--- config.mk ---
export PLATFORM = sky130hd
export DESIGN_NAME = battery_runtime_estimator_core_flat
export DESIGN_NICKNAME = d
export VERILOG_FILES = /design/src/bre_pkg.sv /design/src/bre_ifs.sv /design/src/bre_regs.sv /design/src/bre_front.sv /design/src/bre_fifo.sv /design/src/bre_back.sv /design/src/battery_runtime_estimator_core.sv /design/src/flat_wrapper.sv
export SDC_FILE = /design/constraint.sdc
export NUM_CORES = 1
export LEC_CHECK = 0
export BUFFER_PORTS_ARGS = -buffer_cell sky130_fd_sc_hd__buf_2
export CORE_MARGIN = 1.5
export CORE_UTILIZATION = 60
export DETAILED_ROUTE_END_ITERATION = 10
export GPL_ROUTABILITY_DRIVEN = 0
export HOLD_SLACK_MARGIN = 0.12
export PLACE_DENSITY = 0.87
export RECOVER_POWER = 100
export SYNTH_ARGS = -nofsm -noshare
export SYNTH_HDL_FRONTEND = slang
export SYNTH_SLANG_ARGS = --single-unit
--- constraint.sdc ---
create_clock -name clk -period 16.44 [get_ports clk]
set_input_delay 3.288 -clock clk [delete_from_list [all_inputs] [get_ports clk]]
set_output_delay 3.288 -clock clk [all_outputs]
set_load 0.01 [all_outputs]
--- src/bre_pkg.sv ---
// Shared types and constants for the battery runtime estimator.
package bre_pkg;

	localparam int TS_W      = 32;
	localparam int RAW_LVL_W = 8;
	localparam int LEVEL_W   = 7;
	localparam int SRC_W     = 2;
	localparam int REMAIN_W  = 31;
	localparam int PADDR_W   = 4;
	localparam int PDATA_W   = 32;
	localparam int GAP_W     = 16;
	localparam int MIN_DROP_W = 7;
	localparam int MIN_SEC_W = 16;
	localparam int RATED_W   = 8;

	localparam logic [LEVEL_W-1:0] LEVEL_FULL = 7'd100;

	localparam logic [SRC_W-1:0] SRC_NONE  = 2'd0;
	localparam logic [SRC_W-1:0] SRC_USAGE = 2'd1;
	localparam logic [SRC_W-1:0] SRC_RATED = 2'd2;

	localparam logic [1:0] REG_MAX_GAP   = 2'd0;
	localparam logic [1:0] REG_MIN_DROP  = 2'd1;
	localparam logic [1:0] REG_MIN_CONN  = 2'd2;
	localparam logic [1:0] REG_RATED_HRS = 2'd3;

	localparam logic [GAP_W-1:0]      MAX_GAP_RST   = 16'd720;
	localparam logic [MIN_DROP_W-1:0] MIN_DROP_RST  = 7'd10;
	localparam logic [MIN_SEC_W-1:0]  MIN_CONN_RST  = 16'd3600;
	localparam logic [RATED_W-1:0]    RATED_HRS_RST = 8'd30;

	typedef struct packed {
		logic [GAP_W-1:0]      max_gap_seconds;
		logic [MIN_DROP_W-1:0] min_drop_percent;
		logic [MIN_SEC_W-1:0]  min_connected_seconds;
		logic [RATED_W-1:0]    rated_hours;
	} cfg_t;

endpackage

--- src/bre_ifs.sv ---
// Sample and estimate channel interfaces.
interface bre_in_if;
	import bre_pkg::*;
	logic                        valid;
	logic                        ready;
	logic [TS_W-1:0]             timestamp_s;
	logic signed [RAW_LVL_W-1:0] level_percent;
	logic                        charging;
	modport source (output valid, timestamp_s, level_percent, charging, input ready);
	modport sink (input valid, timestamp_s, level_percent, charging, output ready);
endinterface

interface bre_out_if;
	import bre_pkg::*;
	logic                valid;
	logic                ready;
	logic [SRC_W-1:0]    estimate_source;
	logic [REMAIN_W-1:0] remaining_seconds;
	modport source (output valid, estimate_source, remaining_seconds, input ready);
	modport sink (input valid, estimate_source, remaining_seconds, output ready);
endinterface

--- src/bre_regs.sv ---
// APB configuration registers.
module bre_regs (
	input  logic                          clk,
	input  logic                          arst_n,
	input  logic                          psel,
	input  logic                          penable,
	input  logic                          pwrite,
	input  logic [bre_pkg::PADDR_W-1:0]   paddr,
	input  logic [bre_pkg::PDATA_W-1:0]   pwdata,
	output logic [bre_pkg::PDATA_W-1:0]   prdata,
	output logic                          pready,
	output bre_pkg::cfg_t                 cfg
);
	import bre_pkg::*;

	cfg_t       cfg_q;
	logic [1:0] idx;
	logic       wr;

	assign idx    = paddr[3:2];
	assign wr     = psel & penable & pwrite;
	assign pready = 1'b1;
	assign cfg    = cfg_q;

	always_ff @(posedge clk or negedge arst_n) begin
		if (!arst_n) begin
			cfg_q.max_gap_seconds       <= MAX_GAP_RST;
			cfg_q.min_drop_percent      <= MIN_DROP_RST;
			cfg_q.min_connected_seconds <= MIN_CONN_RST;
			cfg_q.rated_hours           <= RATED_HRS_RST;
		end else if (wr) begin
			case (idx)
				REG_MAX_GAP:   cfg_q.max_gap_seconds       <= pwdata[GAP_W-1:0];
				REG_MIN_DROP:  cfg_q.min_drop_percent      <= pwdata[MIN_DROP_W-1:0];
				REG_MIN_CONN:  cfg_q.min_connected_seconds <= pwdata[MIN_SEC_W-1:0];
				REG_RATED_HRS: cfg_q.rated_hours           <= pwdata[RATED_W-1:0];
				default: ;
			endcase
		end
	end

	always_comb begin
		case (idx)
			REG_MAX_GAP:   prdata = PDATA_W'(cfg_q.max_gap_seconds);
			REG_MIN_DROP:  prdata = PDATA_W'(cfg_q.min_drop_percent);
			REG_MIN_CONN:  prdata = PDATA_W'(cfg_q.min_connected_seconds);
			REG_RATED_HRS: prdata = PDATA_W'(cfg_q.rated_hours);
			default:       prdata = '0;
		endcase
	end

endmodule

--- src/bre_front.sv ---
// Sample intake: pair rule, running totals and estimate classification.
module bre_front #(
	parameter int SECONDS_WIDTH = 24,
	parameter int DROP_WIDTH    = 10
) (
	input  logic                         clk,
	input  logic                         arst_n,
	bre_in_if.sink                       samples,
	input  bre_pkg::cfg_t                cfg,
	input  logic                         job_ready,
	output logic                         job_valid,
	output logic [bre_pkg::SRC_W-1:0]    job_src,
	output logic [bre_pkg::LEVEL_W-1:0]  job_level,
	output logic [SECONDS_WIDTH-1:0]     job_seconds,
	output logic [DROP_WIDTH-1:0]        job_drop
);
	import bre_pkg::*;

	logic                     have_prev_q;
	logic [TS_W-1:0]          prev_time_q;
	logic [LEVEL_W-1:0]       prev_lvl_q;
	logic                     prev_disc_q;
	logic                     prev_chg_q;
	logic [SECONDS_WIDTH-1:0] sec_q;
	logic [DROP_WIDTH-1:0]    drop_q;

	logic                     accept;
	logic                     disc;
	logic                     chg;
	logic [LEVEL_W-1:0]       lvl;
	logic [TS_W-1:0]          step;
	logic                     gap_ok;
	logic                     clear;
	logic                     add;
	logic [SECONDS_WIDTH:0]   sec_sum;
	logic [DROP_WIDTH:0]      drop_sum;
	logic [LEVEL_W-1:0]       fall;
	logic [SECONDS_WIDTH-1:0] sec_next;
	logic [DROP_WIDTH-1:0]    drop_next;
	logic                     usage_ok;

	assign accept        = samples.valid & job_ready;
	assign samples.ready = job_ready;
	assign job_valid     = samples.valid;

	assign disc = samples.level_percent[RAW_LVL_W-1];
	assign chg  = samples.charging & ~disc;
	assign lvl  = disc ? '0 :
		(samples.level_percent[LEVEL_W-1:0] > LEVEL_FULL) ? LEVEL_FULL :
		samples.level_percent[LEVEL_W-1:0];

	assign step   = samples.timestamp_s - prev_time_q;
	assign gap_ok = (samples.timestamp_s >= prev_time_q) &&
		(step <= TS_W'(cfg.max_gap_seconds));
	assign clear  = have_prev_q & (prev_chg_q | chg);
	assign add    = have_prev_q & ~prev_chg_q & ~chg & ~prev_disc_q & ~disc & gap_ok;

	assign sec_sum  = {1'b0, sec_q} + (SECONDS_WIDTH + 1)'(step[GAP_W-1:0]);
	assign fall     = (prev_lvl_q > lvl) ? prev_lvl_q - lvl : '0;
	assign drop_sum = {1'b0, drop_q} + (DROP_WIDTH + 1)'(fall);

	always_comb begin
		sec_next  = sec_q;
		drop_next = drop_q;
		if (clear) begin
			sec_next  = '0;
			drop_next = '0;
		end else if (add) begin
			sec_next  = sec_sum[SECONDS_WIDTH] ? '1 : sec_sum[SECONDS_WIDTH-1:0];
			drop_next = drop_sum[DROP_WIDTH] ? '1 : drop_sum[DROP_WIDTH-1:0];
		end
	end

	assign usage_ok = (drop_next != '0) &&
		(drop_next >= DROP_WIDTH'(cfg.min_drop_percent)) &&
		(sec_next >= SECONDS_WIDTH'(cfg.min_connected_seconds));

	always_comb begin
		if (disc || chg) begin
			job_src = SRC_NONE;
		end else if (usage_ok) begin
			job_src = SRC_USAGE;
		end else begin
			job_src = SRC_RATED;
		end
	end

	assign job_level   = lvl;
	assign job_seconds = sec_next;
	assign job_drop    = drop_next;

	always_ff @(posedge clk or negedge arst_n) begin
		if (!arst_n) begin
			have_prev_q <= 1'b0;
			prev_time_q <= '0;
			prev_lvl_q  <= '0;
			prev_disc_q <= 1'b1;
			prev_chg_q  <= 1'b0;
			sec_q       <= '0;
			drop_q      <= '0;
		end else if (accept) begin
			have_prev_q <= 1'b1;
			prev_time_q <= samples.timestamp_s;
			prev_lvl_q  <= lvl;
			prev_disc_q <= disc;
			prev_chg_q  <= chg;
			sec_q       <= sec_next;
			drop_q      <= drop_next;
		end
	end

endmodule

--- src/bre_fifo.sv ---
// Two-entry request queue between intake and arithmetic.
module bre_fifo #(
	parameter int WIDTH = 43
) (
	input  logic             clk,
	input  logic             arst_n,
	input  logic             push_valid,
	output logic             push_ready,
	input  logic [WIDTH-1:0] push_data,
	output logic             pop_valid,
	input  logic             pop_ready,
	output logic [WIDTH-1:0] pop_data
);

	logic [WIDTH-1:0] mem_q [2];
	logic             wr_ptr_q;
	logic             rd_ptr_q;
	logic [1:0]       count_q;
	logic             push;
	logic             pop;

	assign push_ready = (count_q != 2'd2);
	assign pop_valid  = (count_q != 2'd0);
	assign pop_data   = mem_q[rd_ptr_q];
	assign push       = push_valid & push_ready;
	assign pop        = pop_valid & pop_ready;

	always_ff @(posedge clk) begin
		if (push) begin
			mem_q[wr_ptr_q] <= push_data;
		end
	end

	always_ff @(posedge clk or negedge arst_n) begin
		if (!arst_n) begin
			wr_ptr_q <= 1'b0;
			rd_ptr_q <= 1'b0;
			count_q  <= 2'd0;
		end else begin
			if (push) begin
				wr_ptr_q <= ~wr_ptr_q;
			end
			if (pop) begin
				rd_ptr_q <= ~rd_ptr_q;
			end
			case ({push, pop})
				2'b10:   count_q <= count_q + 2'd1;
				2'b01:   count_q <= count_q - 2'd1;
				default: count_q <= count_q;
			endcase
		end
	end

endmodule

--- src/bre_back.sv ---
// Estimate arithmetic: multiply, serial restoring divide, scale and output register.
module bre_back #(
	parameter int SECONDS_WIDTH = 24,
	parameter int DROP_WIDTH    = 10
) (
	input  logic                         clk,
	input  logic                         arst_n,
	input  logic                         job_valid,
	output logic                         job_ready,
	input  logic [bre_pkg::SRC_W-1:0]    job_src,
	input  logic [bre_pkg::LEVEL_W-1:0]  job_level,
	input  logic [SECONDS_WIDTH-1:0]     job_seconds,
	input  logic [DROP_WIDTH-1:0]        job_drop,
	input  bre_pkg::cfg_t                cfg,
	bre_out_if.source                    estimates
);
	import bre_pkg::*;

	localparam int PW = LEVEL_W + SECONDS_WIDTH;
	localparam int QW = (PW > 32) ? PW : 32;
	localparam int CW = $clog2(PW + 1);

	localparam logic [2:0] ST_IDLE = 3'd0;
	localparam logic [2:0] ST_MUL  = 3'd1;
	localparam logic [2:0] ST_DIV  = 3'd2;
	localparam logic [2:0] ST_FIN  = 3'd3;
	localparam logic [2:0] ST_DONE = 3'd4;

	logic [2:0]               state_q;
	logic [SRC_W-1:0]         src_q;
	logic [LEVEL_W-1:0]       lvl_q;
	logic [SECONDS_WIDTH-1:0] sec_q;
	logic [DROP_WIDTH-1:0]    div_q;
	logic [PW-1:0]            acc_q;
	logic [DROP_WIDTH-1:0]    rem_q;
	logic [CW-1:0]            cnt_q;
	logic [REMAIN_W-1:0]      res_q;

	logic                     out_valid_q;
	logic [SRC_W-1:0]         out_src_q;
	logic [REMAIN_W-1:0]      out_rem_q;

	logic [DROP_WIDTH:0]      rem_shift;
	logic                     ge;
	logic [DROP_WIDTH:0]      rem_sub;
	logic [QW-1:0]            qx;
	logic                     sat;
	logic [REMAIN_W-1:0]      rated_scaled;
	logic [LEVEL_W+RATED_W-1:0] rated_prod;
	logic                     load_out;

	assign job_ready = (state_q == ST_IDLE);

	assign rem_shift = {rem_q, acc_q[PW-1]};
	assign ge        = rem_shift >= {1'b0, div_q};
	assign rem_sub   = rem_shift - {1'b0, div_q};

	assign qx  = QW'(acc_q);
	assign sat = |qx[QW-1:REMAIN_W];

	assign rated_prod   = acc_q[LEVEL_W+RATED_W-1:0];
	assign rated_scaled = REMAIN_W'({rated_prod, 5'b0}) + REMAIN_W'({rated_prod, 2'b0});

	assign load_out = (state_q == ST_DONE) && (!out_valid_q || estimates.ready);

	always_ff @(posedge clk or negedge arst_n) begin
		if (!arst_n) begin
			state_q <= ST_IDLE;
			cnt_q   <= '0;
		end else begin
			case (state_q)
				ST_IDLE: begin
					if (job_valid) begin
						state_q <= (job_src == SRC_NONE) ? ST_FIN : ST_MUL;
					end
				end
				ST_MUL: begin
					cnt_q   <= CW'(PW);
					state_q <= (src_q == SRC_USAGE) ? ST_DIV : ST_FIN;
				end
				ST_DIV: begin
					cnt_q <= cnt_q - CW'(1);
					if (cnt_q == CW'(1)) begin
						state_q <= ST_FIN;
					end
				end
				ST_FIN: state_q <= ST_DONE;
				ST_DONE: begin
					if (load_out) begin
						state_q <= ST_IDLE;
					end
				end
				default: state_q <= ST_IDLE;
			endcase
		end
	end

	always_ff @(posedge clk) begin
		case (state_q)
			ST_IDLE: begin
				if (job_valid) begin
					src_q <= job_src;
					lvl_q <= job_level;
					sec_q <= job_seconds;
					div_q <= job_drop;
				end
			end
			ST_MUL: begin
				rem_q <= '0;
				if (src_q == SRC_USAGE) begin
					acc_q <= PW'(lvl_q * sec_q);
				end else begin
					acc_q <= PW'(cfg.rated_hours * lvl_q);
				end
			end
			ST_DIV: begin
				rem_q <= ge ? rem_sub[DROP_WIDTH-1:0] : rem_shift[DROP_WIDTH-1:0];
				acc_q <= {acc_q[PW-2:0], ge};
			end
			ST_FIN: begin
				case (src_q)
					SRC_USAGE: res_q <= sat ? '1 : qx[REMAIN_W-1:0];
					SRC_RATED: res_q <= rated_scaled;
					default:   res_q <= '0;
				endcase
			end
			default: ;
		endcase
	end

	always_ff @(posedge clk or negedge arst_n) begin
		if (!arst_n) begin
			out_valid_q <= 1'b0;
		end else if (load_out) begin
			out_valid_q <= 1'b1;
		end else if (estimates.ready) begin
			out_valid_q <= 1'b0;
		end
	end

	always_ff @(posedge clk) begin
		if (load_out) begin
			out_src_q <= src_q;
			out_rem_q <= res_q;
		end
	end

	assign estimates.valid             = out_valid_q;
	assign estimates.estimate_source   = out_src_q;
	assign estimates.remaining_seconds = out_rem_q;

endmodule

--- src/battery_runtime_estimator_core.sv ---
// Battery runtime estimator top level.
//
//   channel    dir  handshake      payload
//   samples    in   valid/ready    timestamp_s, level_percent, charging
//   estimates  out  valid/ready    estimate_source, remaining_seconds
//   apb        in   psel/penable   paddr, pwdata, prdata (pready tied high)
//
// Intake takes a sample when the two-entry queue has room and pushes a request.
// The arithmetic unit serves one request at a time: usage runs multiply, divide
// (one step per quotient bit), finish and done; rated skips the divide; no estimate
// skips multiply and divide; any may also wait on the output register.
// Asynchronous reset clears all control state; there is no clearing pass.
// A stalled output holds the arithmetic unit; the queue then fills and stalls intake.
module battery_runtime_estimator_core #(
	parameter int SECONDS_WIDTH = 24,
	parameter int DROP_WIDTH    = 10
) (
	input  logic                        clk,
	input  logic                        arst_n,
	bre_in_if.sink                      samples,
	bre_out_if.source                   estimates,
	input  logic                        psel,
	input  logic                        penable,
	input  logic                        pwrite,
	input  logic [bre_pkg::PADDR_W-1:0] paddr,
	input  logic [bre_pkg::PDATA_W-1:0] pwdata,
	output logic [bre_pkg::PDATA_W-1:0] prdata,
	output logic                        pready
);
	import bre_pkg::*;

	localparam int JOB_W = SRC_W + LEVEL_W + SECONDS_WIDTH + DROP_WIDTH;

	cfg_t                     cfg;
	logic                     f_valid;
	logic                     f_ready;
	logic [SRC_W-1:0]         f_src;
	logic [LEVEL_W-1:0]       f_level;
	logic [SECONDS_WIDTH-1:0] f_seconds;
	logic [DROP_WIDTH-1:0]    f_drop;
	logic [JOB_W-1:0]         push_data;
	logic                     b_valid;
	logic                     b_ready;
	logic [JOB_W-1:0]         pop_data;
	logic [SRC_W-1:0]         b_src;
	logic [LEVEL_W-1:0]       b_level;
	logic [SECONDS_WIDTH-1:0] b_seconds;
	logic [DROP_WIDTH-1:0]    b_drop;

	bre_regs u_regs (
		.clk     (clk),
		.arst_n  (arst_n),
		.psel    (psel),
		.penable (penable),
		.pwrite  (pwrite),
		.paddr   (paddr),
		.pwdata  (pwdata),
		.prdata  (prdata),
		.pready  (pready),
		.cfg     (cfg)
	);

	bre_front #(
		.SECONDS_WIDTH (SECONDS_WIDTH),
		.DROP_WIDTH    (DROP_WIDTH)
	) u_front (
		.clk         (clk),
		.arst_n      (arst_n),
		.samples     (samples),
		.cfg         (cfg),
		.job_ready   (f_ready),
		.job_valid   (f_valid),
		.job_src     (f_src),
		.job_level   (f_level),
		.job_seconds (f_seconds),
		.job_drop    (f_drop)
	);

	assign push_data = {f_src, f_level, f_seconds, f_drop};

	bre_fifo #(
		.WIDTH (JOB_W)
	) u_fifo (
		.clk        (clk),
		.arst_n     (arst_n),
		.push_valid (f_valid),
		.push_ready (f_ready),
		.push_data  (push_data),
		.pop_valid  (b_valid),
		.pop_ready  (b_ready),
		.pop_data   (pop_data)
	);

	assign {b_src, b_level, b_seconds, b_drop} = pop_data;

	bre_back #(
		.SECONDS_WIDTH (SECONDS_WIDTH),
		.DROP_WIDTH    (DROP_WIDTH)
	) u_back (
		.clk         (clk),
		.arst_n      (arst_n),
		.job_valid   (b_valid),
		.job_ready   (b_ready),
		.job_src     (b_src),
		.job_level   (b_level),
		.job_seconds (b_seconds),
		.job_drop    (b_drop),
		.cfg         (cfg),
		.estimates   (estimates)
	);

endmodule

--- src/flat_wrapper.sv ---
// flat-port wrapper written by rule: the top's interface ports become plain ports
module battery_runtime_estimator_core_flat import bre_pkg::*;
#(
	parameter int SECONDS_WIDTH = 24,
	parameter int DROP_WIDTH    = 10
)
  (clk, arst_n, psel, penable, pwrite, paddr, pwdata, prdata, pready, samples_valid, samples_timestamp_s, samples_level_percent, samples_charging, samples_ready, estimates_valid, estimates_estimate_source, estimates_remaining_seconds, estimates_ready);
  bre_in_if samples_i ();
  bre_out_if estimates_i ();
  input  logic clk;
  input  logic arst_n;
  input  logic psel;
  input  logic penable;
  input  logic pwrite;
  input  logic [bre_pkg::PADDR_W-1:0] paddr;
  input  logic [bre_pkg::PDATA_W-1:0] pwdata;
  output logic [bre_pkg::PDATA_W-1:0] prdata;
  output logic pready;
  input wire logic [$bits(samples_i.valid)-1:0] samples_valid;
  input wire logic [$bits(samples_i.timestamp_s)-1:0] samples_timestamp_s;
  input wire logic [$bits(samples_i.level_percent)-1:0] samples_level_percent;
  input wire logic [$bits(samples_i.charging)-1:0] samples_charging;
  output wire logic [$bits(samples_i.ready)-1:0] samples_ready;
  output wire logic [$bits(estimates_i.valid)-1:0] estimates_valid;
  output wire logic [$bits(estimates_i.estimate_source)-1:0] estimates_estimate_source;
  output wire logic [$bits(estimates_i.remaining_seconds)-1:0] estimates_remaining_seconds;
  input wire logic [$bits(estimates_i.ready)-1:0] estimates_ready;
  assign samples_i.valid = samples_valid;
  assign samples_i.timestamp_s = samples_timestamp_s;
  assign samples_i.level_percent = samples_level_percent;
  assign samples_i.charging = samples_charging;
  assign samples_ready = samples_i.ready;
  assign estimates_valid = estimates_i.valid;
  assign estimates_estimate_source = estimates_i.estimate_source;
  assign estimates_remaining_seconds = estimates_i.remaining_seconds;
  assign estimates_i.ready = estimates_ready;
  battery_runtime_estimator_core #(.SECONDS_WIDTH(SECONDS_WIDTH), .DROP_WIDTH(DROP_WIDTH)) u_core (.clk(clk), .arst_n(arst_n), .samples(samples_i), .estimates(estimates_i), .psel(psel), .penable(penable), .pwrite(pwrite), .paddr(paddr), .pwdata(pwdata), .prdata(prdata), .pready(pready));
endmodule
==> reports/qor.yml <==
clk_pin_slew_worst_paths_ns: 0.06
worstSkewPairLatency_ns: 0.56
cts-root-buf: "clkbuf_16"
worstPathArrival_ns: 12.44
status: "finished with violations"
cts-resized-gates: 0
crit_type: "in -> reg"
cpMostUsedCell: "a21oi_1"
synthSimpleGateAreaFrac_pct: 13.7
synth_edf_count: 234
synth_top_family_by_area: "adder cells"
place_hpwl_um: 47500
fmax_mhz: 82.2
slew_viol_final: 588
failed_checks: "max-capacitance violations, max-slew violations"
critPathRequiredTime_ns: 16.72
cp_max_fo: 31
placed_area_um2: 28000
portBuffers: 116
cts.hold.buffers_added: 0
layout.nets: 3185
cts_buffers: 40
ant_nets: 0
stdcell_area_um2: 29200
core_um2: 44300
synthMuxAreaShare_pct: 6.05
syn_inst: 2679
setup_viol: 0
area.growth.synth_to_final_pct: 8.12
die_w_um: 215
cts_setup_buffers: 0
drt_iter0_drc: 1519
drt-total-wl_um: 64700
crit_path_end_kind: "flop"
die_height_um: 215
hold_path_class: "reg -> reg"
cts_tree: "built"
slew_headroom_pct: -187
yosysWarnings: 0
worst_hold_slack_ns: 0.413
drive_gt1_share_pct: 9.94
synth-seq-cells: 370
antenna_found_initial: 4
cpPeakStageDelay_ns: 1.13
synthDistinctLibCells: 83
synth_area_um2: 27000
synth_flop_cell: "edfxtp_1"
ioPinCount: 152
vias: 20700
synth_adder_area_share_pct: 20.4
fin_worst_skew_ns: 0.0156
finalCriticalPeriod_ns: 12.16
start_util_pct: 61.0
dieArea_um2: 46300
dpl.cell_count: 3296
critPathLaunchType: "primary input"
seq_area_um2: 10400
fillCellCount: 3179
drcViolationCount: 0
htreeDepth: 2
worst_pin_slew_ns: 4.31
grt_pass1_vias: 21400
grt_pass1_wl_um: 105000
cts_sinks: 370
tns_ns: 0
grt_max_degree: 80
rsz0062_at_grt: "false"
dr.pass1.iters: 6
avgSynthCellArea_um2: 10.1
slowest_stage: "clkbuf_1"
cts_buffer_depth: 3
grt.total_usage_pct: 27.9
synth_xor_area_share_pct: 3.37
row_count: 77
multi_input_area_um2: 15000
yosysSeqAreaShare_pct: 38.7
fin_cells: 3370
synth_compound_area_share_pct: 11.8
synth_async_sr_flop_share_pct: 36.8
wl_per_cell_um: 19.2
grt_overflow: 0
avgViaCountPerCell: 6.14
maxCapViolations: 12
hold_viol_final: 0
period_share_pct: 74.0
-- logic make-up (layout without fill, tap and decap cells) --
family | after synthesis | in the layout
adder cells (fa/ha/maj) | 355 | 355
flip-flops | 370 | 370
AO/OA/AOI/OAI | 499 | 499
AND/OR/NAND/NOR | 800 | 800
multiplexers | 141 | 141
buffers and inverters | 408 | 491
other | 2 | 18
XOR/XNOR | 104 | 104
-- critical path, delay by kind of cell --
family	cells	cell delay, ns
simple gates	14	3.27
buf+inv	3	1.26
fa+ha+maj	4	1.23
xor+xnor	1	0.23
compound gates	14	3.14
-- metal layers --
metal,vias to the layer above,track usage [%],share of wire (%)
met3,263,4.46,7.3
met4,4,15.6,5.5
met5,-,0,0.042
met2,1009,49.0,50
met1,10100,32.4,37
li1,9348,-,-
-- cell usage in the layout, fill, tap and decap left out, drive strengths merged, types with 7 or more instances in the layout --
cell type / n
nand2b: 26
mux2i: 25
o211ai: 15
o31ai: 23
ha: 211
nand4: 24
nand2: 343
a21o: 43
clkinv: 13
a21oi: 133
a31oi: 11
nor3: 34
and3: 10
nor2b: 24
fa: 144
o21bai: 25
o21ai: 150
conb: 17
or3: 11
edfxtp: 234
nand3: 40
a22oi: 16
nor2: 168
a21boi: 8
and2: 76
xnor2: 60
a311oi: 8
buf: 69
dfstp: 15
nor4: 20
clkbuf: 116
inv: 285
mux2: 109
dfrtp: 121
mux4: 7
o21a: 13
a211oi: 9
xor2: 44
-- through the flow --
stage / setup slack (ns) / utilization (%)
floorplan: 6.44 / -
global placement: 5.40 / 63.3
detailed placement: 5.20 / 63.3
CTS: 5.65 / 66.4
global route: 3.63 / 65.9
finish: 4.28 / 65.9
-- flip-flops by register name, summed over array words and instances, names as in the netlist, 7 cells and up --
register and flops:
u_core.u_back.rem_q 10, u_core.u_front.drop_q 10, u_core.u_back.acc_q 31, u_core.u_back.estimates.remaining_seconds 31
u_core.u_front.prev_time_q 32, u_core.u_front.sec_q 24, u_core.u_fifo.mem_q 86, u_core.u_back.res_q 31
u_core.u_regs.cfg 47, u_core.u_back.lvl_q 7, u_core.u_back.sec_q 24, u_core.u_front.prev_lvl_q 7
u_core.u_back.div_q 10
-- path summary, 6_finish.rpt --
kind	from	to	slack, ns	depth (start not counted)
worst max-delay path	samples_timestamp_s[0]	u_core.u_fifo.mem_q[1][41]$_DFFE_PP_	4.28	36
max in group asynchronous	arst_n	u_core.u_back.estimates.valid$_DFFE_PN0P_	7.49	2
worst max register to register	u_core.u_front.prev_time_q[0]$_DFFE_PN0P_	u_core.u_fifo.mem_q[1][41]$_DFFE_PP_	6.76	34
worst min register to register	u_core.u_back.res_q[0]$_DFFE_PP_	u_core.u_back.estimates.remaining_seconds[0]$_DFFE_PP_	0.41	0
min in group asynchronous	arst_n	u_core.u_front.prev_time_q[16]$_DFFE_PN0P_	4.26	1
worst min-delay path	u_core.u_back.res_q[0]$_DFFE_PP_	u_core.u_back.estimates.remaining_seconds[0]$_DFFE_PP_	0.41	0
-- Yosys cell counts (all sizes together) (44+ instances only) --
cell type | count | share of area [%]
a21oi | 133 | 2.6
dfrtp | 121 | 11
nand2 | 343 | 4.8
clkbuf | 77 | 1.1
mux2 | 109 | 4.5
buf | 50 | 1.1
edfxtp | 234 | 26
xor2 | 44 | 1.4
o21ai | 150 | 2.8
xnor2 | 60 | 1.9
nor2 | 168 | 2.3
ha | 211 | 9.8
fa | 144 | 11
inv | 281 | 3.9
and2 | 76 | 1.8
-- area by class of cell --
class | count | share of cell area [%]
Clock inverter | 25 | 1.04
Sequential cell | 370 | 35.8
Inverter | 281 | 3.61
Multi-Input combinational cell | 1916 | 51.3
Timing Repair Buffer | 137 | 2.11
Tap cell | 592 | 2.53
Antenna cell | 1 | 0.00856
Clock buffer | 48 | 3.67
Power is left out: the tool's default activity adds up to more than one toggle a clock period on the data nets, which glitch-free logic cannot reach.
